===== src/hdl/nai_pkg.sv =====
`default_nettype none

package nai_pkg;

    // field and datapath widths
    localparam int SAMPLE_W = 12;
    localparam int SUM_W    = 16;
    localparam int COUNT_W  = 4;
    localparam int TEMP_W   = 19;
    localparam int INDEX_W  = 6;
    localparam int SPAN_W   = 8;
    localparam int PROD_W   = 21;

    // defaults for the top-level parameters
    localparam int SAMPLES_PER_AVERAGE_DEF = 10;
    localparam int TABLE_ENTRIES_DEF       = 45;

    // table geometry
    localparam int STORED_ENTRIES = 45;
    localparam int QUEUE_DEPTH    = 2;
    localparam int TEMP_STEP      = 5000;

    localparam logic signed [TEMP_W-1:0] FIRST_TEMP = -19'sd70000;

    typedef logic [SAMPLE_W-1:0]      sample_t;
    typedef logic [SUM_W-1:0]         sum_t;
    typedef logic signed [TEMP_W-1:0] temp_t;
    typedef logic [INDEX_W-1:0]       index_t;

    typedef struct packed {
        temp_t temp;
        logic  clamped;
    } result_t;

    // divider request and response
    typedef struct packed {
        logic              start;
        logic [PROD_W-1:0] dividend;
        logic [SPAN_W-1:0] divisor;
    } div_req_t;

    typedef struct packed {
        logic              busy;
        logic              done;
        logic [PROD_W-1:0] quotient;
    } div_rsp_t;

    // thermistor counts, falling, one entry per 5 C from -70 C
    function automatic sample_t count_at(input index_t idx);
        sample_t c;
        case (idx)
            6'd0:    c = 12'd4085;
            6'd1:    c = 12'd4080;
            6'd2:    c = 12'd4072;
            6'd3:    c = 12'd4061;
            6'd4:    c = 12'd4045;
            6'd5:    c = 12'd4022;
            6'd6:    c = 12'd3990;
            6'd7:    c = 12'd3948;
            6'd8:    c = 12'd3893;
            6'd9:    c = 12'd3821;
            6'd10:   c = 12'd3730;
            6'd11:   c = 12'd3618;
            6'd12:   c = 12'd3483;
            6'd13:   c = 12'd3325;
            6'd14:   c = 12'd3145;
            6'd15:   c = 12'd2945;
            6'd16:   c = 12'd2729;
            6'd17:   c = 12'd2504;
            6'd18:   c = 12'd2274;
            6'd19:   c = 12'd2047;
            6'd20:   c = 12'd1827;
            6'd21:   c = 12'd1619;
            6'd22:   c = 12'd1426;
            6'd23:   c = 12'd1250;
            6'd24:   c = 12'd1091;
            6'd25:   c = 12'd950;
            6'd26:   c = 12'd826;
            6'd27:   c = 12'd718;
            6'd28:   c = 12'd624;
            6'd29:   c = 12'd542;
            6'd30:   c = 12'd472;
            6'd31:   c = 12'd411;
            6'd32:   c = 12'd359;
            6'd33:   c = 12'd314;
            6'd34:   c = 12'd275;
            6'd35:   c = 12'd242;
            6'd36:   c = 12'd213;
            6'd37:   c = 12'd188;
            6'd38:   c = 12'd166;
            6'd39:   c = 12'd147;
            6'd40:   c = 12'd131;
            6'd41:   c = 12'd117;
            6'd42:   c = 12'd104;
            6'd43:   c = 12'd93;
            6'd44:   c = 12'd84;
            default: c = 12'd0;
        endcase
        return c;
    endfunction

    // temperature of a table entry in milli-degrees
    function automatic temp_t entry_temp(input index_t idx);
        logic [TEMP_W-1:0] off;
        off = TEMP_W'(idx) * TEMP_W'(TEMP_STEP);
        return FIRST_TEMP + $signed(off);
    endfunction

endpackage

`default_nettype wire


===== src/hdl/nai_fifo.sv =====
`default_nettype none

module nai_fifo #(
    parameter int WIDTH = 8,
    parameter int DEPTH = 2
) (
    input  wire logic             clk,
    input  wire logic             rst_n,
    input  wire logic             push,
    input  wire logic [WIDTH-1:0] wdata,
    output logic                  full,
    input  wire logic             pop,
    output logic [WIDTH-1:0]      rdata,
    output logic                  empty
);

    localparam int PTR_W = (DEPTH > 1) ? $clog2(DEPTH) : 1;
    localparam int CNT_W = $clog2(DEPTH + 1);
    localparam logic [PTR_W-1:0] LAST_PTR  = PTR_W'(DEPTH - 1);
    localparam logic [CNT_W-1:0] DEPTH_CNT = CNT_W'(DEPTH);

    logic [WIDTH-1:0] entry_reg [DEPTH];
    logic [PTR_W-1:0] wr_ptr_reg, wr_ptr_next;
    logic [PTR_W-1:0] rd_ptr_reg, rd_ptr_next;
    logic [CNT_W-1:0] count_reg, count_next;
    logic             do_push, do_pop;

    assign full    = (count_reg == DEPTH_CNT);
    assign empty   = (count_reg == '0);
    assign do_push = push & ~full;
    assign do_pop  = pop & ~empty;
    assign rdata   = entry_reg[rd_ptr_reg];

    // pointer and fill count update
    always_comb
    begin
        wr_ptr_next = wr_ptr_reg;
        rd_ptr_next = rd_ptr_reg;
        count_next  = count_reg;
        if (do_push)
        begin
            wr_ptr_next = (wr_ptr_reg == LAST_PTR) ? '0 : wr_ptr_reg + 1'b1;
        end
        if (do_pop)
        begin
            rd_ptr_next = (rd_ptr_reg == LAST_PTR) ? '0 : rd_ptr_reg + 1'b1;
        end
        if (do_push && !do_pop)
        begin
            count_next = count_reg + 1'b1;
        end
        else if (do_pop && !do_push)
        begin
            count_next = count_reg - 1'b1;
        end
    end

    always_ff @(posedge clk or negedge rst_n)
    begin
        if (!rst_n)
        begin
            wr_ptr_reg <= '0;
            rd_ptr_reg <= '0;
            count_reg  <= '0;
        end
        else
        begin
            wr_ptr_reg <= wr_ptr_next;
            rd_ptr_reg <= rd_ptr_next;
            count_reg  <= count_next;
        end
    end

    // storage
    always_ff @(posedge clk)
    begin
        if (do_push)
        begin
            entry_reg[wr_ptr_reg] <= wdata;
        end
    end

endmodule

`default_nettype wire


===== src/hdl/nai_front.sv =====
`default_nettype none

module nai_front #(
    parameter int SAMPLES_PER_AVERAGE = nai_pkg::SAMPLES_PER_AVERAGE_DEF
) (
    input  wire logic             clk,
    input  wire logic             rst_n,
    input  wire logic             push,
    input  wire nai_pkg::sample_t adc_sample,
    output logic                  full,
    output logic                  q_push,
    output nai_pkg::sum_t         q_data,
    input  wire logic             q_full
);

    localparam logic [nai_pkg::COUNT_W:0] LIMIT =
        (nai_pkg::COUNT_W + 1)'(SAMPLES_PER_AVERAGE);

    nai_pkg::sum_t                sum_reg, sum_next;
    logic [nai_pkg::COUNT_W-1:0]  count_reg, count_next;
    nai_pkg::sum_t                sum_inc;
    logic [nai_pkg::COUNT_W-1:0]  count_inc;
    logic                         accept;
    logic                         complete;

    // a beat is taken only when a finished sum can be queued
    assign full   = q_full;
    assign accept = push & ~q_full;

    assign sum_inc   = sum_reg + nai_pkg::SUM_W'(adc_sample);
    assign count_inc = count_reg + 1'b1;
    assign complete  = (count_inc == '0) || ({1'b0, count_inc} >= LIMIT);

    assign q_push = accept & complete;
    assign q_data = sum_inc;

    // running sum and count
    always_comb
    begin
        sum_next   = sum_reg;
        count_next = count_reg;
        if (accept)
        begin
            if (complete)
            begin
                sum_next   = '0;
                count_next = '0;
            end
            else
            begin
                sum_next   = sum_inc;
                count_next = count_inc;
            end
        end
    end

    always_ff @(posedge clk or negedge rst_n)
    begin
        if (!rst_n)
        begin
            sum_reg   <= '0;
            count_reg <= '0;
        end
        else
        begin
            sum_reg   <= sum_next;
            count_reg <= count_next;
        end
    end

endmodule

`default_nettype wire


===== src/hdl/nai_div.sv =====
`default_nettype none

module nai_div (
    input  wire logic              clk,
    input  wire logic              rst_n,
    input  wire nai_pkg::div_req_t req,
    output nai_pkg::div_rsp_t      rsp
);

    localparam int DW     = nai_pkg::PROD_W;
    localparam int VW     = nai_pkg::SPAN_W;
    localparam int STEP_W = $clog2(DW + 1);

    logic [VW-1:0]     rem_reg;
    logic [DW-1:0]     quo_reg;
    logic [VW-1:0]     dvs_reg;
    logic [STEP_W-1:0] step_reg;
    logic              busy_reg;
    logic              done_reg;
    logic [VW:0]       shifted;
    logic [VW:0]       diff;
    logic              q_bit;
    logic [VW-1:0]     rem_next;

    // one restoring step per cycle, quotient bits shift in from the right
    always_comb
    begin
        shifted  = {rem_reg, quo_reg[DW-1]};
        diff     = shifted - {1'b0, dvs_reg};
        q_bit    = ~diff[VW];
        rem_next = q_bit ? diff[VW-1:0] : shifted[VW-1:0];
    end

    always_ff @(posedge clk or negedge rst_n)
    begin
        if (!rst_n)
        begin
            step_reg <= '0;
            busy_reg <= 1'b0;
            done_reg <= 1'b0;
        end
        else if (req.start)
        begin
            step_reg <= STEP_W'(DW);
            busy_reg <= 1'b1;
            done_reg <= 1'b0;
        end
        else if (busy_reg)
        begin
            step_reg <= step_reg - 1'b1;
            if (step_reg == STEP_W'(1))
            begin
                busy_reg <= 1'b0;
                done_reg <= 1'b1;
            end
        end
        else
        begin
            done_reg <= 1'b0;
        end
    end

    always_ff @(posedge clk)
    begin
        if (req.start)
        begin
            rem_reg <= '0;
            quo_reg <= req.dividend;
            dvs_reg <= req.divisor;
        end
        else if (busy_reg)
        begin
            rem_reg <= rem_next;
            quo_reg <= {quo_reg[DW-2:0], q_bit};
        end
    end

    assign rsp.busy     = busy_reg;
    assign rsp.done     = done_reg;
    assign rsp.quotient = quo_reg;

endmodule

`default_nettype wire


===== src/hdl/nai_back.sv =====
`default_nettype none

module nai_back #(
    parameter int SAMPLES_PER_AVERAGE = nai_pkg::SAMPLES_PER_AVERAGE_DEF,
    parameter int TABLE_ENTRIES       = nai_pkg::TABLE_ENTRIES_DEF
) (
    input  wire logic              clk,
    input  wire logic              rst_n,
    input  wire logic              in_empty,
    input  wire nai_pkg::sum_t     in_data,
    output logic                   in_pop,
    output nai_pkg::div_req_t      div_req,
    input  wire nai_pkg::div_rsp_t div_rsp,
    input  wire logic              res_full,
    output logic                   res_push,
    output nai_pkg::result_t       res_data
);

    localparam int USED_ENTRIES = (TABLE_ENTRIES < nai_pkg::STORED_ENTRIES) ?
                                  TABLE_ENTRIES : nai_pkg::STORED_ENTRIES;
    localparam nai_pkg::index_t LAST_INDEX = nai_pkg::INDEX_W'(USED_ENTRIES - 1);
    localparam int QUO_W = 13;

    // average = (sum * ceil(2^shift / n)) >> shift, exact for every 16-bit sum
    localparam int     AVG_SHIFT  = nai_pkg::SUM_W + $clog2(SAMPLES_PER_AVERAGE);
    localparam int     RECIP_W    = nai_pkg::SUM_W + 1;
    localparam int     AVG_PROD_W = nai_pkg::SUM_W + RECIP_W;
    localparam longint AVG_RECIP  =
        ((longint'(1) << AVG_SHIFT) + longint'(SAMPLES_PER_AVERAGE) - 1) /
        longint'(SAMPLES_PER_AVERAGE);
    localparam logic [RECIP_W-1:0] AVG_MULT = RECIP_W'(AVG_RECIP);

    // sequencer states
    localparam logic [2:0] S_IDLE   = 3'd0;
    localparam logic [2:0] S_SEARCH = 3'd2;
    localparam logic [2:0] S_MULT   = 3'd3;
    localparam logic [2:0] S_START  = 3'd4;
    localparam logic [2:0] S_FRAC   = 3'd5;
    localparam logic [2:0] S_OUT    = 3'd6;

    logic [2:0]                    state_reg, state_next;
    nai_pkg::sample_t              avg_reg, avg_next;
    nai_pkg::index_t               idx_reg, idx_next;
    nai_pkg::sample_t              prev_reg, prev_next;
    logic [nai_pkg::SPAN_W-1:0]    diff_reg, diff_next;
    logic [nai_pkg::SPAN_W-1:0]    span_reg, span_next;
    logic [nai_pkg::PROD_W-1:0]    prod_reg, prod_next;
    nai_pkg::result_t              res_reg, res_next;
    nai_pkg::sample_t              cur;
    nai_pkg::temp_t                base;
    nai_pkg::sample_t              avg_diff;
    nai_pkg::sample_t              span_full;
    logic [AVG_PROD_W-1:0]         avg_prod;
    nai_pkg::sample_t              avg_quo;

    assign cur       = nai_pkg::count_at(idx_reg);
    assign base      = nai_pkg::entry_temp(idx_reg);
    assign avg_diff  = avg_reg - cur;
    assign span_full = prev_reg - cur;
    assign res_data  = res_reg;
    assign avg_prod  = AVG_PROD_W'(in_data) * AVG_PROD_W'(AVG_MULT);
    assign avg_quo   = avg_prod[AVG_SHIFT +: nai_pkg::SAMPLE_W];

    always_comb
    begin
        state_next = state_reg;
        avg_next   = avg_reg;
        idx_next   = idx_reg;
        prev_next  = prev_reg;
        diff_next  = diff_reg;
        span_next  = span_reg;
        prod_next  = prod_reg;
        res_next   = res_reg;
        in_pop     = 1'b0;
        res_push   = 1'b0;
        div_req.start    = 1'b0;
        div_req.dividend = prod_reg;
        div_req.divisor  = span_reg;

        case (state_reg)
            // take a finished sum and scale it down to the average
            S_IDLE:
            begin
                if (!in_empty)
                begin
                    in_pop     = 1'b1;
                    avg_next   = avg_quo;
                    idx_next   = '0;
                    state_next = S_SEARCH;
                end
            end
            // walk the table one entry per cycle
            S_SEARCH:
            begin
                if (idx_reg == '0 && avg_reg > cur)
                begin
                    res_next.temp    = nai_pkg::FIRST_TEMP;
                    res_next.clamped = 1'b1;
                    state_next       = S_OUT;
                end
                else if (cur <= avg_reg)
                begin
                    if (cur == avg_reg || idx_reg == '0)
                    begin
                        res_next.temp    = base;
                        res_next.clamped = 1'b0;
                        state_next       = S_OUT;
                    end
                    else
                    begin
                        diff_next  = avg_diff[nai_pkg::SPAN_W-1:0];
                        span_next  = span_full[nai_pkg::SPAN_W-1:0];
                        state_next = S_MULT;
                    end
                end
                else if (idx_reg == LAST_INDEX)
                begin
                    // average below the last entry in use
                    res_next.temp    = base;
                    res_next.clamped = 1'b1;
                    state_next       = S_OUT;
                end
                else
                begin
                    prev_next = cur;
                    idx_next  = idx_reg + 1'b1;
                end
            end
            S_MULT:
            begin
                prod_next  = nai_pkg::PROD_W'(diff_reg) *
                             nai_pkg::PROD_W'(nai_pkg::TEMP_STEP);
                state_next = S_START;
            end
            S_START:
            begin
                div_req.start = 1'b1;
                state_next    = S_FRAC;
            end
            // interpolate back from the lower entry
            S_FRAC:
            begin
                if (div_rsp.done)
                begin
                    res_next.temp = base - $signed(nai_pkg::TEMP_W'(
                                        div_rsp.quotient[QUO_W-1:0]));
                    res_next.clamped = 1'b0;
                    state_next       = S_OUT;
                end
            end
            S_OUT:
            begin
                if (!res_full)
                begin
                    res_push   = 1'b1;
                    state_next = S_IDLE;
                end
            end
            default:
            begin
                state_next = S_IDLE;
            end
        endcase
    end

    always_ff @(posedge clk or negedge rst_n)
    begin
        if (!rst_n)
        begin
            state_reg <= S_IDLE;
        end
        else
        begin
            state_reg <= state_next;
        end
    end

    always_ff @(posedge clk)
    begin
        avg_reg  <= avg_next;
        idx_reg  <= idx_next;
        prev_reg <= prev_next;
        diff_reg <= diff_next;
        span_reg <= span_next;
        prod_reg <= prod_next;
        res_reg  <= res_next;
    end

endmodule

`default_nettype wire


===== src/hdl/ntc_average_and_interpolate.sv =====
// Path to a result: the beat that completes an average queues its sum; the back
//   pops and scales the sum, walks up to 45 table entries, multiplies and runs
//   the 21-step divide unless the average hits an entry or clamps, then queues the result.
// Throughput: one sample beat per cycle into the front while the sum queue has
//   room; the back sequencer takes one sum at a time, and two sums queue.
// Reset: asynchronous, active low; clears the sum, count, queues and sequencer.
`default_nettype none

module ntc_average_and_interpolate #(
    parameter int SAMPLES_PER_AVERAGE = nai_pkg::SAMPLES_PER_AVERAGE_DEF,
    parameter int TABLE_ENTRIES       = nai_pkg::TABLE_ENTRIES_DEF
) (
    input  wire logic             clk,
    input  wire logic             rst_n,
    input  wire logic             push,
    output logic                  full,
    input  wire nai_pkg::sample_t adc_sample,
    output logic                  empty,
    input  wire logic             pop,
    output nai_pkg::temp_t        temperature_milli_c,
    output logic                  clamped
);

    logic                         sum_push;
    nai_pkg::sum_t                sum_wdata;
    logic                         sum_full;
    logic                         sum_pop;
    nai_pkg::sum_t                sum_rdata;
    logic                         sum_empty;
    nai_pkg::div_req_t            div_req;
    nai_pkg::div_rsp_t            div_rsp;
    logic                         res_push;
    nai_pkg::result_t             res_wdata;
    logic                         res_full;
    logic [$bits(nai_pkg::result_t)-1:0] res_rdata;
    nai_pkg::result_t             res_head;

    // front: accumulate samples
    nai_front #(
        .SAMPLES_PER_AVERAGE(SAMPLES_PER_AVERAGE)
    ) u_front (
        .clk        (clk),
        .rst_n      (rst_n),
        .push       (push),
        .adc_sample (adc_sample),
        .full       (full),
        .q_push     (sum_push),
        .q_data     (sum_wdata),
        .q_full     (sum_full)
    );

    // finished sums waiting for the back end
    nai_fifo #(
        .WIDTH(nai_pkg::SUM_W),
        .DEPTH(nai_pkg::QUEUE_DEPTH)
    ) u_sum_q (
        .clk   (clk),
        .rst_n (rst_n),
        .push  (sum_push),
        .wdata (sum_wdata),
        .full  (sum_full),
        .pop   (sum_pop),
        .rdata (sum_rdata),
        .empty (sum_empty)
    );

    // back: average, search, interpolate
    nai_back #(
        .SAMPLES_PER_AVERAGE(SAMPLES_PER_AVERAGE),
        .TABLE_ENTRIES      (TABLE_ENTRIES)
    ) u_back (
        .clk      (clk),
        .rst_n    (rst_n),
        .in_empty (sum_empty),
        .in_data  (sum_rdata),
        .in_pop   (sum_pop),
        .div_req  (div_req),
        .div_rsp  (div_rsp),
        .res_full (res_full),
        .res_push (res_push),
        .res_data (res_wdata)
    );

    // interpolation divider
    nai_div u_div (
        .clk   (clk),
        .rst_n (rst_n),
        .req   (div_req),
        .rsp   (div_rsp)
    );

    // result queue
    nai_fifo #(
        .WIDTH($bits(nai_pkg::result_t)),
        .DEPTH(nai_pkg::QUEUE_DEPTH)
    ) u_res_q (
        .clk   (clk),
        .rst_n (rst_n),
        .push  (res_push),
        .wdata (res_wdata),
        .full  (res_full),
        .pop   (pop),
        .rdata (res_rdata),
        .empty (empty)
    );

    assign res_head            = nai_pkg::result_t'(res_rdata);
    assign temperature_milli_c = res_head.temp;
    assign clamped             = res_head.clamped;

    // results only go into a queue with room
    a_res_room: assert property (@(posedge clk) disable iff (!rst_n)
        res_push |-> !res_full)
        else $error("result pushed into full queue");

    // a pushed result is visible on the next cycle
    a_res_visible: assert property (@(posedge clk) disable iff (!rst_n)
        res_push |=> !empty)
        else $error("pushed result not visible");

    // divider finishes only after running
    a_div_done: assert property (@(posedge clk) disable iff (!rst_n)
        div_rsp.done |-> $past(div_rsp.busy))
        else $error("divider done without running");

    // no new divide is started while one is in flight
    a_div_start: assert property (@(posedge clk) disable iff (!rst_n)
        div_req.start |-> !div_rsp.busy)
        else $error("divider restarted while busy");

endmodule

`default_nettype wire


===== config.mk =====
export PLATFORM = sky130hd
export DESIGN_NAME = ntc_average_and_interpolate
export DESIGN_NICKNAME = d
export VERILOG_FILES = /design/src/hdl/nai_pkg.sv /design/src/hdl/nai_fifo.sv /design/src/hdl/nai_front.sv /design/src/hdl/nai_div.sv /design/src/hdl/nai_back.sv /design/src/hdl/ntc_average_and_interpolate.sv
export SDC_FILE = /design/constraint.sdc
export NUM_CORES = 1
export LEC_CHECK = 0
export ABC_CLOCK_PERIOD_IN_PS = 18600
export BUFFER_PORTS_ARGS = -buffer_cell sky130_fd_sc_hd__buf_4
export CAP_MARGIN = 20
export CORE_ASPECT_RATIO = 1.75
export CORE_MARGIN = 10
export CORE_UTILIZATION = 25
export CTS_CLUSTER_SIZE = 16
export DETAILED_ROUTE_END_ITERATION = 16
export RECOVER_POWER = 100
export SLEW_MARGIN = 20
export SYNTH_ARGS = -nofsm -noshare
export SYNTH_HDL_FRONTEND = slang
export SYNTH_SLANG_ARGS = --single-unit

===== constraint.sdc =====
create_clock -name clk -period 18.6 [get_ports clk]
set_input_delay 0.93 -clock clk [delete_from_list [all_inputs] [get_ports clk]]
set_output_delay 0.93 -clock clk [all_outputs]
set_load 0.005 [all_outputs]

==> Word level (Yosys, flattened, before mapping) <==
Memories as Yosys holds them, arrays and structs flattened. A register that Yosys moved wholly into a read port is not among the register bits.
Cells that the tools add are included.
{ "op_classes": {"addsub": 17, "n_mul": 3, "n_lt_le_gt_ge": 3, "n_eq_ne": 19, "muxes": 50, "n_bitwise": 15, "reduce_logical": 27} }
{ "ops": {"columns": ["cell", "count"], "rows": [
  ["20-bit two-way mux", 5],
  ["21-bit two-way mux", 2],
  ["20-bit case mux with 2 select lines", 1],
  ["16-bit by 16-bit multiplier with 31-bit output (second input constant)", 1],
  ["6-bit two-way mux", 5],
  ["3-bit two-way mux", 7],
  ["18-bit by 19-bit adder with 19-bit output (first input constant)", 1],
  ["1-bit two-way mux", 19],
  ["19-bit by 14-bit subtractor with 19-bit output", 1],
  ["8-bit by 10-bit multiplier with 18-bit output (second input constant)", 1],
  ["3-bit case mux with 6 select lines", 1],
  ["16-bit by 12-bit adder with 16-bit output", 1],
  ["6-bit by 10-bit multiplier with 16-bit output (second input constant)", 1],
  ["16-bit two-way mux", 1],
  ["4-bit AND reduction", 4],
  ["8-bit subtractor", 2],
  ["12-bit == test", 1],
  ["12-bit > comparator", 1],
  ["12-bit <= comparator", 1],
  ["6-bit case mux with 2 select lines", 1],
  ["5-bit two-way mux", 2],
  ["2-bit inequality test (second input constant)", 5],
  ["2-bit nonzero test", 5],
  ["3-bit == test (second input constant)", 3],
  ["other kinds (30)", 62]
]} }
{ "totals": {"ff_bits": 155, "ramBits": 72, "romBits": 768, "inputBits": 16, "output_inout_bits": 22, "wordCells": 161, "mem_count": 3} }
{ "mem_list": {"columns": ["name", "words", "word_bits", "rd", "rd_clocked_by_memory_dff", "wr", "line_no", "source"], "rows": [
  ["(no name shown)", 64, 12, 1, 1, 0, "nai_pkg.sv:51", "case (idx)"],
  ["u_res_q.entry_reg", 2, 20, 1, 0, 1, "nai_fifo.sv:22", "logic [WIDTH-1:0] entry_reg [DEPTH];"],
  ["u_sum_q.entry_reg", 2, 16, 1, 0, 1, "nai_fifo.sv:22", null]
]} }

==> Logic depth before layout (Yosys ltp) <==
Gate-level depths: netlist (run 1).
{ "logic_depth": {"ltp_word": 9, "depth_mapped": 24, "mapped_depth_nobuf": 22} }

==> Cells and area by module <==
A second synthesis (run 1) with hierarchy kept.
{ "unflattened": {"hier_cells": 1718, "hier_area_um2": 18768.0} }
{ "by_module_without_submodules": {"columns": ["mod", "instances", "cells_per_inst", "area_each_um2", "seq_area_each_um2"], "rows": [
  ["nai_back", 1, 1219, 11972.7, 2717.6],
  ["nai_div", 1, 171, 2214.6, 1206.2],
  ["nai_fifo at u_res_q", 1, 81, 1637.8, 1301.2],
  ["nai_front", 1, 178, 1540.2, 500.5],
  ["nai_fifo at u_sum_q", 1, 69, 1402.6, 1061.0]
]} }

==> Worst setup path after synthesis (run 1) <==
OpenSTA, ideal clock, no wires.
{ "synth_timing": {"path_kind": "reg2reg", "startpoint": "register u_sum_q.rd_ptr_reg", "endpoint": "register u_back.avg_reg[11], data pin", "setup_ns": 0.260, "arrival_ns": 6.318, "t_required_ns": 18.340, "path_slack_ns": 12.022, "stages_incl_launch_ff": 22, "synth_period_minus_slack_ns": 6.578, "cell_sequence": "dfrtp_1 clkbuf_1 buf_1 mux2_2 ha_1 inv_1 fa_1 inv_1 fa_1 fa_1 inv_1 fa_1 fa_1 inv_1 ha_1 and4_1 and2_1 or3b_2 a211o_1 a31oi_1 a21oi_1 xnor2_1"} }
{ "synth_via": {"elab_chain_len": 2} }
{ "synth_lines": {"columns": ["element", "line_no", "source"], "rows": [
  ["start, declared", "nai_fifo.sv:24", "logic [PTR_W-1:0] rd_ptr_reg, rd_ptr_next;"],
  ["start signal, assigned", "nai_fifo.sv:69", "rd_ptr_reg <= rd_ptr_next;"],
  ["memory read 2 x 16 bit", null, null],
  ["16-bit by 16-bit multiplier with 31-bit output", "nai_back.sv:61", "assign avg_prod = AVG_PROD_W'(in_data) * AVG_PROD_W'(AVG_MULT);"],
  ["via u_back.avg_prod[31]", "nai_back.sv:53", "logic [AVG_PROD_W-1:0] avg_prod;"],
  ["end signal, assigned", "nai_back.sv:180", "avg_reg <= avg_next;"],
  ["end, declared", "nai_back.sv:42", "nai_pkg::sample_t avg_reg, avg_next;"]
]} }
The timed path passes the listed nets, and every way through them passes these cells.
A chain may end at the register's enable or synchronous reset.

==> Worst setup path after layout (run 1) <==
Same ends and word-level chain as after synthesis.

==> results of run 1 <==
worst min path at each step:
stage / end / slack (ns) / from / depth (start not counted)
global route: u_div.dvs_reg[6]$_DFFE_PP_ / 0.42 / u_back.span_reg[6]$_DFFE_PP_ / 0
detailed placement: u_div.dvs_reg[6]$_DFFE_PP_ / 0.41 / u_back.span_reg[6]$_DFFE_PP_ / 0
CTS: u_front.count_reg[3]$_DFFE_PN0P_ / 0.39 / rst_n / 1
finish: u_div.dvs_reg[6]$_DFFE_PP_ / 0.42 / u_back.span_reg[6]$_DFFE_PP_ / 0
floorplan: u_div.dvs_reg[0]$_DFFE_PP_ / 0.40 / u_back.span_reg[0]$_DFFE_PP_ / 0
global placement: u_div.dvs_reg[6]$_DFFE_PP_ / 0.41 / u_back.span_reg[6]$_DFFE_PP_ / 0
placed cells by master (no fill, tap or decap), types with 6 or more instances in the layout:
cell,synthesis,final
sky130_fd_sc_hd__a211oi_1,19,19
sky130_fd_sc_hd__a21boi_0,6,7
sky130_fd_sc_hd__a21o_1,19,19
sky130_fd_sc_hd__a21oi_1,70,70
sky130_fd_sc_hd__a22o_1,9,9
sky130_fd_sc_hd__a31oi_1,11,11
sky130_fd_sc_hd__and3_1,10,10
sky130_fd_sc_hd__buf_4,1,16
sky130_fd_sc_hd__clkbuf_1,33,27
sky130_fd_sc_hd__clkbuf_16,0,27
sky130_fd_sc_hd__clkbuf_4,0,10
sky130_fd_sc_hd__dfrtp_1,38,38
sky130_fd_sc_hd__dfxtp_1,20,20
sky130_fd_sc_hd__edfxtp_1,181,181
sky130_fd_sc_hd__fa_1,104,104
sky130_fd_sc_hd__ha_1,252,252
sky130_fd_sc_hd__inv_1,289,289
sky130_fd_sc_hd__mux2_1,0,7
sky130_fd_sc_hd__mux2_2,40,33
sky130_fd_sc_hd__mux2i_1,25,25
sky130_fd_sc_hd__nand2_1,119,119
sky130_fd_sc_hd__nand2b_1,7,7
sky130_fd_sc_hd__nand3_1,23,23
sky130_fd_sc_hd__nand4_1,8,8
sky130_fd_sc_hd__nor2_1,90,90
sky130_fd_sc_hd__nor2b_1,12,12
sky130_fd_sc_hd__nor3_1,30,32
sky130_fd_sc_hd__nor4b_1,7,7
sky130_fd_sc_hd__o211ai_1,11,11
sky130_fd_sc_hd__o21a_1,12,12
sky130_fd_sc_hd__o21ai_0,71,75
sky130_fd_sc_hd__o31ai_1,8,8
sky130_fd_sc_hd__or2_2,6,6
sky130_fd_sc_hd__or3_1,6,6
sky130_fd_sc_hd__xnor2_1,57,57
sky130_fd_sc_hd__xor2_1,38,39
metrics by stage:
step / instances / hold slack, ns
2_1_floorplan: 1747 / 0.400
6_report: 2740 / 0.420
3_5_place_dp: 2689 / 0.408
4_1_cts: 2739 / 0.390
5_1_grt: 2739 / 0.424
3_3_place_gp: 2689 / 0.406
cell type report:
class	count	share of cell area [%]
Antenna cell	1	0.0121
Clock inverter	11	0.544
Multi-Input combinational cell	1177	50.8
Inverter	290	5.26
Timing Repair Buffer	45	1.29
Tap cell	938	5.67
Sequential cell	239	32.8
Clock buffer	39	3.67
critical path, stage by stage, from the launching register on:
cell,delay [ns]
sky130_fd_sc_hd__dfrtp_1,0.85
sky130_fd_sc_hd__mux2_1,0.50
sky130_fd_sc_hd__ha_1,0.38
sky130_fd_sc_hd__inv_1,0.07
sky130_fd_sc_hd__fa_1,0.53
sky130_fd_sc_hd__inv_1,0.05
sky130_fd_sc_hd__fa_1,0.50
sky130_fd_sc_hd__fa_1,0.54
sky130_fd_sc_hd__inv_1,0.05
sky130_fd_sc_hd__fa_1,0.50
sky130_fd_sc_hd__fa_1,0.56
sky130_fd_sc_hd__inv_1,0.04
sky130_fd_sc_hd__ha_1,0.33
sky130_fd_sc_hd__and4_1,0.21
sky130_fd_sc_hd__and2_0,0.15
sky130_fd_sc_hd__or3b_2,0.52
sky130_fd_sc_hd__a211o_1,0.32
sky130_fd_sc_hd__a31oi_1,0.21
sky130_fd_sc_hd__a21oi_1,0.12
sky130_fd_sc_hd__xnor2_1,0.14
Yosys cell counts, drive strengths merged, types with 38 or more instances:
library cell,instances
inv,289
ha,252
edfxtp,181
nand2,119
fa,104
nor2,91
o21ai,77
a21oi,70
xnor2,57
mux2,40
xor2,39
dfrtp,38
routing by layer:
metal / global-route usage [%] / vias up / share of wire, %
met3: 1.13 / 100 / 2.7
met5: 0 / - / 0
li1: - / 6141 / -
met4: 5.51 / 0 / 5.8
met2: 19.3 / 214 / 55
met1: 9.39 / 5989 / 36
logic make-up (layout without fill, tap and decap cells):
| family | after synthesis | count (layout) | synth area share, % |
|---|---|---|---|
| flops | 239 | 239 | 36.5 |
| compound gates | 303 | 303 | 10.9 |
| simple gates | 356 | 356 | 9.23 |
| other cells | 0 | 1 | 0 |
| xor+xnor | 96 | 96 | 4.56 |
| mux | 66 | 66 | 3.89 |
| buf+inv | 331 | 385 | 6.74 |
| fa+ha+maj | 356 | 356 | 28.2 |
==> run_summary.xml, run 1 <==
<?xml version="1.0" encoding="UTF-8"?>
<metrics>
  <group name="outcome">
    <metric name="status" unit="">finished, violations left</metric>
    <metric name="failed_checks" unit="">capacitance limit, slew limit</metric>
  </group>
  <group name="route">
    <metric name="route.detailed.drc" unit="">0</metric>
    <metric name="drt_iter0_drc" unit="">567</metric>
    <metric name="viasPerCell" unit="">4.54</metric>
    <metric name="dr_total_vias" unit="">12400</metric>
    <metric name="first_pass_iters" unit="">5</metric>
    <metric name="antenna_left" unit="">0</metric>
    <metric name="routed_wirelength" unit="mm">41.8</metric>
    <metric name="route.detailed.wl_per_inst" unit="µm">15.2</metric>
  </group>
  <group name="final_layout">
    <metric name="largest_register_ff_count" unit="">40</metric>
    <metric name="footprint_of_the_multi_input_gates" unit="µm²">10500</metric>
    <metric name="syn2layout_area_growth" unit="%">11.4</metric>
    <metric name="area.sequential" unit="µm²">6790</metric>
    <metric name="nets" unit="">2152</metric>
    <metric name="layout-drive-gt1-share" unit="%">6.77</metric>
    <metric name="stdcell_area" unit="µm²">20700</metric>
    <metric name="filler_cell_count" unit="">7583</metric>
    <metric name="postLayoutCoreUtil" unit="%">28.1</metric>
  </group>
  <group name="clock_tree">
    <metric name="post-cts-setup-buffer-count" unit="">0</metric>
    <metric name="cts_buffers" unit="">27</metric>
    <metric name="cts_max_path_buffers" unit="">3</metric>
    <metric name="clk_transition_reported_paths" unit="ns">0.07</metric>
    <metric name="cts.repair.resized" unit="">0</metric>
    <metric name="tritoncts_clock_tree" unit="">done</metric>
    <metric name="cts_sinks" unit="">239</metric>
    <metric name="worstSkewPairLatency" unit="ns">0.57</metric>
    <metric name="holdBufCountCts" unit="">0</metric>
    <metric name="clockRootBuffer" unit="">sky130_fd_sc_hd__clkbuf_16</metric>
    <metric name="htreeDepth" unit="">1</metric>
  </group>
  <group name="die">
    <metric name="floorplan.initialDensity" unit="%">25.2</metric>
    <metric name="core" unit="µm²">73800</metric>
    <metric name="pin_count" unit="">38</metric>
    <metric name="horizontal_die_dimension" unit="µm">226</metric>
    <metric name="die_h" unit="µm">381</metric>
    <metric name="fp.dieArea" unit="µm²">86100</metric>
    <metric name="rows" unit="">132</metric>
  </group>
  <group name="place">
    <metric name="pre_cts_slack" unit="ns">11.77</metric>
    <metric name="port_bufs" unit="">37</metric>
    <metric name="post_dp_cell_area" unit="µm²">19900</metric>
    <metric name="gp_congestion" unit="">0.914</metric>
    <metric name="post-dp-hpwl" unit="mm">34.1</metric>
  </group>
  <group name="sta">
    <metric name="tightest_slew" unit="ns">2.60</metric>
    <metric name="achievable-frequency" unit="MHz">146</metric>
    <metric name="tns" unit="ns">0</metric>
    <metric name="setup_viol" unit="">0</metric>
    <metric name="period_minus_slack" unit="ns">6.87</metric>
    <metric name="worst_slack" unit="ns">11.73</metric>
    <metric name="timing.clock.skew" unit="ns">0.0244</metric>
    <metric name="grt_setup_unrepaired" unit="">false</metric>
    <metric name="hold_viol" unit="">0</metric>
    <metric name="slew_violations" unit="">124</metric>
    <metric name="max_slew_margin" unit="%">-73.6</metric>
    <metric name="layout_worst_path_cycle_share" unit="%">36.9</metric>
  </group>
  <group name="critical_path">
    <metric name="critPathCaptureType" unit="">flop</metric>
    <metric name="timing.critical_path.to" unit="">u_back.avg_reg[11]$_DFFE_PP_</metric>
    <metric name="ff2ff_setup_slack" unit="ns">11.73</metric>
    <metric name="crit_path_max_fanout" unit="">19</metric>
    <metric name="timing.critical_path.from_type" unit="">flop</metric>
    <metric name="cp_data_required_time" unit="ns">18.91</metric>
    <metric name="cp-startpoint" unit="">u_sum_q.rd_ptr_reg$_DFFE_PN0P_</metric>
    <metric name="reg2reg_from" unit="">u_sum_q.rd_ptr_reg$_DFFE_PN0P_</metric>
    <metric name="timing.setup.critical_path_class" unit="">reg -&gt; reg</metric>
    <metric name="r2r_cells" unit="">19</metric>
    <metric name="cp.arrival" unit="ns">7.18</metric>
    <metric name="timing.rr.end" unit="">u_back.avg_reg[11]$_DFFE_PP_</metric>
  </group>
  <group name="global_route">
    <metric name="gr-total-overflow" unit="">0</metric>
    <metric name="global_route.usage.total" unit="%">9.75</metric>
    <metric name="grt_pass1_wl" unit="mm">68.3</metric>
    <metric name="initial_antenna_violation_count" unit="">0</metric>
    <metric name="grt_max_degree" unit="">43</metric>
    <metric name="grt_pass1_vias" unit="">13600</metric>
  </group>
  <group name="synth">
    <metric name="yosys.cell_types.count" unit="">85</metric>
    <metric name="synth.avg_cell_area" unit="µm²">10.6</metric>
    <metric name="synth.yosys.warnings" unit="">0</metric>
    <metric name="synth_ff_type" unit="">sky130_fd_sc_hd__edfxtp_1</metric>
    <metric name="synth-seq-area-share" unit="%">36.5</metric>
    <metric name="syn-cell-area" unit="µm²">18600</metric>
    <metric name="number_of_enable_type_register_cells_in_the_synthesized_netlist" unit="">181</metric>
    <metric name="synth.top_cells.by_area" unit="">sky130_fd_sc_hd__edfxtp_1, sky130_fd_sc_hd__ha_1, sky130_fd_sc_hd__fa_1</metric>
    <metric name="post-synth-top-area-fraction" unit="%">29.2</metric>
    <metric name="synth_largest_area_cell" unit="">sky130_fd_sc_hd__edfxtp_1</metric>
    <metric name="asyncSetResetFlopFracSynth" unit="%">15.9</metric>
    <metric name="yosys_register_bits" unit="">239</metric>
    <metric name="netlist_instances" unit="">1747</metric>
    <metric name="synth_fp_nets" unit="">2119</metric>
  </group>
  <group name="worst_hold_path">
    <metric name="hold_path.class" unit="">reg -&gt; reg</metric>
  </group>
  <group name="flow_run">
    <metric name="max_cap_violations" unit="">4</metric>
  </group>
</metrics>
Power of run 1 is not shown: default switching activity piles up to over one toggle a cycle in this logic, so the estimate is an artifact.
==> run 2, diff against run 1 <==
--- a/config.mk
+++ b/config.mk
@@ -5,7 +5,8 @@
 export SDC_FILE = /design/constraint.sdc
 export NUM_CORES = 1
 export LEC_CHECK = 0
-export ABC_CLOCK_PERIOD_IN_PS = 18600
+export ABC_AREA = 1
+export ABC_CLOCK_PERIOD_IN_PS = 6000
 export BUFFER_PORTS_ARGS = -buffer_cell sky130_fd_sc_hd__buf_4
 export CAP_MARGIN = 20
 export CORE_ASPECT_RATIO = 1.75
==> constraint.sdc (replaced) <==
create_clock -name clk -period 6 [get_ports clk]
set_input_delay 0.3 -clock clk [delete_from_list [all_inputs] [get_ports clk]]
set_output_delay 0.3 -clock clk [all_outputs]
set_load 0.005 [all_outputs]
==> run 2 against run 1 <==
Against the previous run: the flow still finishes with violations (capacitance limit, slew limit); via count rose by 6.8%; wire length grew 0.45%; non-clock buffer count up 25; global-route usage is 0.062 points lower; hold slack got worse by 0.30 ns; critical path depth grew 1; final cell count up 12%.
==> run_summary.xml, run 2 <==
<?xml version="1.0" encoding="UTF-8"?>
<metrics>
  <group name="outcome">
    <metric name="status" unit="">finished, violations left</metric>
    <metric name="failed_checks" unit="">capacitance limit, slew limit</metric>
  </group>
  <group name="clock_tree">
    <metric name="tritoncts_clock_tree" unit="">done</metric>
    <metric name="cts_max_path_buffers" unit="">3</metric>
    <metric name="worstSkewPairLatency" unit="ns">0.53</metric>
    <metric name="clk_transition_reported_paths" unit="ns">0.06</metric>
    <metric name="cts_sinks" unit="">239</metric>
    <metric name="clockRootBuffer" unit="">sky130_fd_sc_hd__clkbuf_16</metric>
    <metric name="htreeDepth" unit="">1</metric>
    <metric name="cts_buffers" unit="">25</metric>
  </group>
  <group name="flow_run">
    <metric name="max_cap_violations" unit="">3</metric>
  </group>
  <group name="die">
    <metric name="pin_count" unit="">38</metric>
    <metric name="core" unit="µm²">74200</metric>
    <metric name="die_h" unit="µm">382</metric>
    <metric name="rows" unit="">132</metric>
    <metric name="horizontal_die_dimension" unit="µm">227</metric>
    <metric name="fp.dieArea" unit="µm²">86500</metric>
    <metric name="floorplan.initialDensity" unit="%">25.2</metric>
  </group>
  <group name="final_layout">
    <metric name="mostFrequentLayoutCells" unit="">sky130_fd_sc_hd__nand2_1, sky130_fd_sc_hd__inv_1, sky130_fd_sc_hd__ha_1</metric>
    <metric name="footprint_of_the_multi_input_gates" unit="µm²">10300</metric>
    <metric name="postLayoutCoreUtil" unit="%">28.3</metric>
    <metric name="largest_register_ff_count" unit="">40</metric>
    <metric name="final_common_cell" unit="">sky130_fd_sc_hd__nand2_1</metric>
    <metric name="area.sequential" unit="µm²">6790</metric>
    <metric name="syn2layout_area_growth" unit="%">12.4</metric>
    <metric name="layout-drive-gt1-share" unit="%">5.88</metric>
    <metric name="filler_cell_count" unit="">7828</metric>
    <metric name="nets" unit="">2480</metric>
    <metric name="antenna_cells" unit="">0</metric>
  </group>
  <group name="sta">
    <metric name="tns" unit="ns">0</metric>
    <metric name="slew_violations" unit="">99</metric>
    <metric name="period_minus_slack" unit="ns">5.70</metric>
    <metric name="tightest_slew" unit="ns">2.53</metric>
    <metric name="hold_viol" unit="">0</metric>
    <metric name="achievable-frequency" unit="MHz">175</metric>
    <metric name="layout_worst_path_cycle_share" unit="%">95.1</metric>
    <metric name="timing.clock.skew" unit="ns">0.0118</metric>
    <metric name="setup_viol" unit="">0</metric>
    <metric name="grt_setup_unrepaired" unit="">false</metric>
    <metric name="max_slew_margin" unit="%">-68.7</metric>
  </group>
  <group name="global_route">
    <metric name="initial_antenna_violation_count" unit="">0</metric>
    <metric name="gr-total-overflow" unit="">0</metric>
    <metric name="global_route.usage.total" unit="%">9.69</metric>
    <metric name="grt_max_degree" unit="">45</metric>
    <metric name="grt_pass1_wl" unit="mm">67.9</metric>
    <metric name="grt_pass1_vias" unit="">13700</metric>
  </group>
  <group name="critical_path">
    <metric name="timing.critical_path.from_type" unit="">flop</metric>
    <metric name="crit_path_max_fanout" unit="">4</metric>
    <metric name="cp_data_required_time" unit="ns">6.27</metric>
    <metric name="critPathCaptureType" unit="">flop</metric>
    <metric name="timing.setup.critical_path_class" unit="">reg -&gt; reg</metric>
    <metric name="cp.arrival" unit="ns">5.97</metric>
  </group>
  <group name="route">
    <metric name="route.detailed.drc" unit="">0</metric>
    <metric name="route.detailed.wl_per_inst" unit="µm">13.7</metric>
    <metric name="antenna_left" unit="">0</metric>
    <metric name="viasPerCell" unit="">4.34</metric>
    <metric name="dr_total_vias" unit="">13300</metric>
    <metric name="drt_iter0_drc" unit="">521</metric>
    <metric name="routed_wirelength" unit="mm">42.0</metric>
    <metric name="first_pass_iters" unit="">7</metric>
  </group>
  <group name="synth">
    <metric name="yosys.cell_types.count" unit="">55</metric>
    <metric name="yosys_register_bits" unit="">239</metric>
    <metric name="netlist_instances" unit="">2035</metric>
    <metric name="synthTopCellsByCount" unit="">sky130_fd_sc_hd__nand2_1, sky130_fd_sc_hd__inv_1, sky130_fd_sc_hd__ha_1</metric>
    <metric name="synth.yosys.warnings" unit="">0</metric>
    <metric name="post-synth-top-area-fraction" unit="%">29.1</metric>
    <metric name="synth_largest_area_cell" unit="">sky130_fd_sc_hd__edfxtp_1</metric>
    <metric name="asyncSetResetFlopFracSynth" unit="%">15.9</metric>
    <metric name="synth_ff_type" unit="">sky130_fd_sc_hd__edfxtp_1</metric>
    <metric name="synth_most_common_cell" unit="">sky130_fd_sc_hd__nand2_1</metric>
    <metric name="syn-cell-area" unit="µm²">18700</metric>
    <metric name="synth_fp_nets" unit="">2407</metric>
    <metric name="synth.top_cells.by_area" unit="">sky130_fd_sc_hd__edfxtp_1, sky130_fd_sc_hd__ha_1, sky130_fd_sc_hd__fa_1</metric>
    <metric name="synth-seq-area-share" unit="%">36.3</metric>
    <metric name="number_of_enable_type_register_cells_in_the_synthesized_netlist" unit="">181</metric>
    <metric name="synth.avg_cell_area" unit="µm²">9.19</metric>
  </group>
  <group name="place">
    <metric name="gp_congestion" unit="">0.971</metric>
    <metric name="port_bufs" unit="">37</metric>
    <metric name="post-dp-hpwl" unit="mm">35.0</metric>
  </group>
  <group name="worst_hold_path">
    <metric name="hold_path.class" unit="">in -&gt; reg</metric>
  </group>
</metrics>
-- run 2: changes by cell type in the layout (fill, tap and decap cells not counted), moves of 23 or more --
cell / before / now
sky130_fd_sc_hd__mux2_2: 33 / 0
sky130_fd_sc_hd__xnor2_1: 57 / 26
sky130_fd_sc_hd__nand2_1: 119 / 440
sky130_fd_sc_hd__nand3_1: 23 / 102
sky130_fd_sc_hd__mux2i_1: 25 / 0
sky130_fd_sc_hd__a21oi_1: 70 / 93
sky130_fd_sc_hd__inv_1: 289 / 384
-- run 2: worst paths after layout --
kind / end / slack, ns / cells past startpoint / startpoint
worst min-delay path: u_res_q.rd_ptr_reg$_DFFE_PN0P_ / 0.12 / 3 / pop
worst max-delay path: u_back.avg_reg[8]$_DFFE_PP_ / 0.30 / 20 / u_sum_q.rd_ptr_reg$_DFFE_PN0P_
worst max register to register: u_back.avg_reg[8]$_DFFE_PP_ / 0.30 / 20 / u_sum_q.rd_ptr_reg$_DFFE_PN0P_
worst min register to register: u_div.dvs_reg[1]$_DFFE_PP_ / 0.41 / 0 / u_back.span_reg[1]$_DFFE_PP_
min in group asynchronous: u_res_q.wr_ptr_reg$_DFFE_PN0P_ / 1.10 / 2 / rst_n
max in group asynchronous: u_front.sum_reg[13]$_DFFE_PN0P_ / 3.45 / 2 / rst_n
-- run 2: cell families after synthesis --
kind of cell             count (synthesis)  synth area share, %
flip-flops                             239                 36.3
adder cells (fa/ha/maj)                356                 28.0
AND/OR/NAND/NOR                        703                 15.7
AO/OA/AOI/OAI                          243                 7.59
XOR/XNOR                                82                 3.84
buffers and inverters                  412                 8.53
-- run 2: layout make-up --
cell class / count / area share (%)
Clock buffer: 30 / 3.11
Clock inverter: 15 / 0.887
Inverter: 388 / 6.93
Multi-Input combinational cell: 1384 / 49.0
Sequential cell: 239 / 32.3
Tap cell: 938 / 5.58
Timing Repair Buffer: 70 / 2.23
-- run 2: critical path, cell delays in order (launching register included) --
cell and delay [ns]:
sky130_fd_sc_hd__dfrtp_1 0.39, sky130_fd_sc_hd__inv_1 0.07, sky130_fd_sc_hd__or2_2 0.26, sky130_fd_sc_hd__o21ai_0 0.10, sky130_fd_sc_hd__inv_1 0.13, sky130_fd_sc_hd__ha_1 0.33, sky130_fd_sc_hd__inv_1 0.14, sky130_fd_sc_hd__fa_1 0.46
sky130_fd_sc_hd__fa_1 0.51, sky130_fd_sc_hd__fa_1 0.53, sky130_fd_sc_hd__fa_1 0.53, sky130_fd_sc_hd__fa_1 0.55, sky130_fd_sc_hd__inv_1 0.04, sky130_fd_sc_hd__ha_1 0.34, sky130_fd_sc_hd__nand2_1 0.11, sky130_fd_sc_hd__nor2_1 0.21
sky130_fd_sc_hd__inv_1 0.08, sky130_fd_sc_hd__o21ai_0 0.34, sky130_fd_sc_hd__a221oi_1 0.13, sky130_fd_sc_hd__nand2_1 0.12, sky130_fd_sc_hd__xor2_1 0.06
-- run 2: what timing repair did --
item | 4_1_cts | 5_1_grt
hold endpoints to repair | 38 | 0
endpoints found under the setup margin | 0 | 8
gates resized for setup | 0 | 13
setup buffers | 0 | 2
hold buffers | 1 | 0
-- run 2: metrics by stage --
step | instances | cell area, µm² | hold WS [ns] | setup WS [ns]
3_5_place_dp | 3016 | 20200 | 0.345 | 0.0414
5_1_grt | 3064 | 21000 | 0.116 | 0.00606
2_1_floorplan | 2035 | 18700 | 0.00441 | 0.293
3_3_place_gp | 3016 | 20200 | 0.344 | 0.136
6_report | 3064 | 21000 | 0.123 | 0.296
4_1_cts | 3062 | 21100 | 0.0981 | 0.0443
-- run 2: layer usage --
| layer | GRT usage [%] | wire length (µm) |
|---|---|---|
| met1 | 8.98 | 14600 |
| met2 | 19.6 | 23500 |
| met3 | 0.952 | 1190 |
| met4 | 5.63 | 2630 |
| met5 | 0 | 0 |
Power of run 2 is left out for the same reason.
==> run 3, diff against run 2 <==
--- a/config.mk
+++ b/config.mk
@@ -9,7 +9,6 @@
 export ABC_CLOCK_PERIOD_IN_PS = 6000
 export BUFFER_PORTS_ARGS = -buffer_cell sky130_fd_sc_hd__buf_4
 export CAP_MARGIN = 20
-export CORE_ASPECT_RATIO = 1.75
 export CORE_MARGIN = 10
 export CORE_UTILIZATION = 25
 export CTS_CLUSTER_SIZE = 16
==> run 3 against run 2 <==
Against the previous run: the flow still finishes with violations (capacitance limit, slew limit); non-clock buffer count fell by 7; flip-flop and latch count unchanged; critical path depth unchanged; count of clock-buffer cells in the layout did not move; design area shrank 0.49%; register-to-register slack gained 0.02 ns; hold slack better by 0.0014 ns; critical path type unchanged; highest routed layer unchanged.
==> run_summary.xml, run 3 (synthesized netlist as in run 2, its figures left out) <==
<?xml version="1.0" encoding="UTF-8"?>
<metrics>
  <group name="global_route">
    <metric name="grt_pass1_wl" unit="mm">67.0</metric>
    <metric name="initial_antenna_violation_count" unit="">1</metric>
    <metric name="grt_max_degree" unit="">45</metric>
    <metric name="global_route.usage.total" unit="%">9.27</metric>
    <metric name="grt_pass1_vias" unit="">13300</metric>
    <metric name="gr-total-overflow" unit="">0</metric>
  </group>
  <group name="clock_tree">
    <metric name="tritoncts_clock_tree" unit="">done</metric>
    <metric name="worstSkewPairLatency" unit="ns">0.55</metric>
    <metric name="htreeDepth" unit="">1</metric>
    <metric name="cts_sinks" unit="">239</metric>
    <metric name="cts_buffers" unit="">25</metric>
    <metric name="cts_max_path_buffers" unit="">3</metric>
    <metric name="clockRootBuffer" unit="">sky130_fd_sc_hd__clkbuf_16</metric>
    <metric name="clk_transition_reported_paths" unit="ns">0.07</metric>
  </group>
  <group name="route">
    <metric name="routed_wirelength" unit="mm">39.5</metric>
    <metric name="drt_iter0_drc" unit="">794</metric>
    <metric name="route.detailed.drc" unit="">0</metric>
    <metric name="route.detailed.wl_per_inst" unit="µm">12.8</metric>
    <metric name="viasPerCell" unit="">4.25</metric>
    <metric name="dr_total_vias" unit="">13100</metric>
    <metric name="first_pass_iters" unit="">7</metric>
    <metric name="antenna_left" unit="">0</metric>
  </group>
  <group name="sta">
    <metric name="setup_viol" unit="">0</metric>
    <metric name="layout_worst_path_cycle_share" unit="%">94.8</metric>
    <metric name="slew_violations" unit="">121</metric>
    <metric name="timing.clock.skew" unit="ns">0.0227</metric>
    <metric name="tightest_slew" unit="ns">2.59</metric>
    <metric name="worst_slack" unit="ns">0.314</metric>
    <metric name="max_slew_margin" unit="%">-72.8</metric>
    <metric name="period_minus_slack" unit="ns">5.69</metric>
    <metric name="achievable-frequency" unit="MHz">176</metric>
    <metric name="hold_viol" unit="">0</metric>
  </group>
  <group name="final_layout">
    <metric name="nets" unit="">2473</metric>
    <metric name="final_common_cell" unit="">sky130_fd_sc_hd__nand2_1</metric>
    <metric name="largest_register_ff_count" unit="">40</metric>
    <metric name="layout-drive-gt1-share" unit="%">4.67</metric>
    <metric name="syn2layout_area_growth" unit="%">11.9</metric>
    <metric name="mostFrequentLayoutCells" unit="">sky130_fd_sc_hd__nand2_1, sky130_fd_sc_hd__inv_1, sky130_fd_sc_hd__ha_1</metric>
    <metric name="antenna_cells" unit="">0</metric>
  </group>
  <group name="critical_path">
    <metric name="cp_data_required_time" unit="ns">6.29</metric>
    <metric name="r2r_cells" unit="">20</metric>
    <metric name="timing.rr.end" unit="">u_back.avg_reg[7]$_DFFE_PP_</metric>
    <metric name="crit_path_max_fanout" unit="">9</metric>
    <metric name="timing.critical_path.from_type" unit="">flop</metric>
    <metric name="ff2ff_setup_slack" unit="ns">0.31</metric>
    <metric name="cp.arrival" unit="ns">5.97</metric>
    <metric name="timing.setup.critical_path_class" unit="">reg -&gt; reg</metric>
    <metric name="crit_path_cell_chain" unit="">buf_4 -&gt; o21ai_0 -&gt; inv_1 -&gt; ha_1 -&gt; inv_1 -&gt; fa_1 -&gt; fa_1 -&gt; fa_1 -&gt; inv_1 -&gt; fa_1 -&gt; inv_1 -&gt; fa_1 -&gt; inv_1 -&gt; ha_2 -&gt; nand2_1 -&gt; nor4_2 -&gt; nand3_1 -&gt; nand3_2 -&gt; a21oi_1 -&gt; xnor2_1</metric>
    <metric name="critical-path-max-stage-delay" unit="ns">0.55</metric>
    <metric name="cell_with_the_biggest_individual_delay_on_the_critical_path" unit="">sky130_fd_sc_hd__fa_1</metric>
    <metric name="reg2reg_from" unit="">u_sum_q.rd_ptr_reg$_DFFE_PN0P_</metric>
    <metric name="timing.critical_path.to" unit="">u_back.avg_reg[7]$_DFFE_PP_</metric>
    <metric name="critPathCaptureType" unit="">flop</metric>
    <metric name="cp-startpoint" unit="">u_sum_q.rd_ptr_reg$_DFFE_PN0P_</metric>
  </group>
  <group name="die">
    <metric name="fp.dieArea" unit="µm²">86100</metric>
    <metric name="floorplan.initialDensity" unit="%">25.1</metric>
    <metric name="rows" unit="">100</metric>
    <metric name="core" unit="µm²">74300</metric>
    <metric name="horizontal_die_dimension" unit="µm">293</metric>
    <metric name="pin_count" unit="">38</metric>
    <metric name="die_h" unit="µm">293</metric>
  </group>
  <group name="outcome">
    <metric name="status" unit="">finished, violations left</metric>
    <metric name="failed_checks" unit="">capacitance limit, slew limit</metric>
  </group>
  <group name="place">
    <metric name="pre_cts_slack" unit="ns">0.0381</metric>
    <metric name="post-dp-hpwl" unit="mm">31.6</metric>
    <metric name="gp_congestion" unit="">0.901</metric>
    <metric name="port_bufs" unit="">37</metric>
  </group>
  <group name="flow_run">
    <metric name="max_cap_violations" unit="">4</metric>
  </group>
  <group name="worst_hold_path">
    <metric name="hold_path.class" unit="">in -&gt; reg</metric>
  </group>
</metrics>
run 3: changes by cell type in the layout (fill, tap and decap cells not counted), sizes merged:
cell,delta
buf,-8
clkinv,+6
inv,-3
bufinv,-1
clkbuf,+1
clkinvlp,-1
run 3: worst min-delay path by stage:
stage	startpoint	end	slack, ns	cells after the start
floorplan	rst_n	u_back.state_reg[0]$_DFFE_PN0P_	0.004	0
global placement	rst_n	u_res_q.rd_ptr_reg$_DFFE_PN0P_	0.34	1
detailed placement	rst_n	u_res_q.rd_ptr_reg$_DFFE_PN0P_	0.35	1
CTS	pop	u_res_q.rd_ptr_reg$_DFFE_PN0P_	0.09	3
global route	pop	u_res_q.rd_ptr_reg$_DFFE_PN0P_	0.11	3
finish	pop	u_res_q.rd_ptr_reg$_DFFE_PN0P_	0.12	3
run 3: area by class of cell:
type	count	area, µm²
fillers	7908	53400
multi-input cells	1384	10300
flip-flops and latches	239	6790
inverters	388	1460
well taps	969	1210
clock buffers	30	654
repair buffers	63	374
clock inverters	16	150
run 3: critical path, delay by kind of cell, from the launching register on:
kind	cells	cell delay, ns
flops	1	0.40
compound gates	2	0.33
fa+ha+maj	7	3.22
simple gates	4	0.74
buf+inv	6	0.58
xor+xnor	1	0.15
run 3: per-stage QoR:
stage	setup TNS [ns]	hold slack, ns	cell area (µm²)	std cells	utilization [%]
detailed placement	0	0.347	20200	3041	27.2
floorplan	0	0.00441	18700	2035	-
CTS	0	0.0914	21100	3088	28.3
finish	0	0.125	20900	3089	28.1
global route	-0.00484	0.114	20900	3089	28.1
global placement	0	0.340	20200	3041	27.2
run 3: routing by layer:
metal / vias up / wire length [µm] / track usage, %
met5: - / 0 / 0
met4: 0 / 980 / 2.44
met3: 64 / 1450 / 1.38
met2: 226 / 18500 / 15.7
met1: 6082 / 18600 / 12.2
li1: 6757 / - / -
run 3: what timing repair did:
item,CTS,global route
setup buffers,0,1
hold buffers,1,0
gates resized for setup,0,8
hold endpoints to repair,38,0
setup endpoints to repair,0,6
Power of run 3 is left out for the same reason.
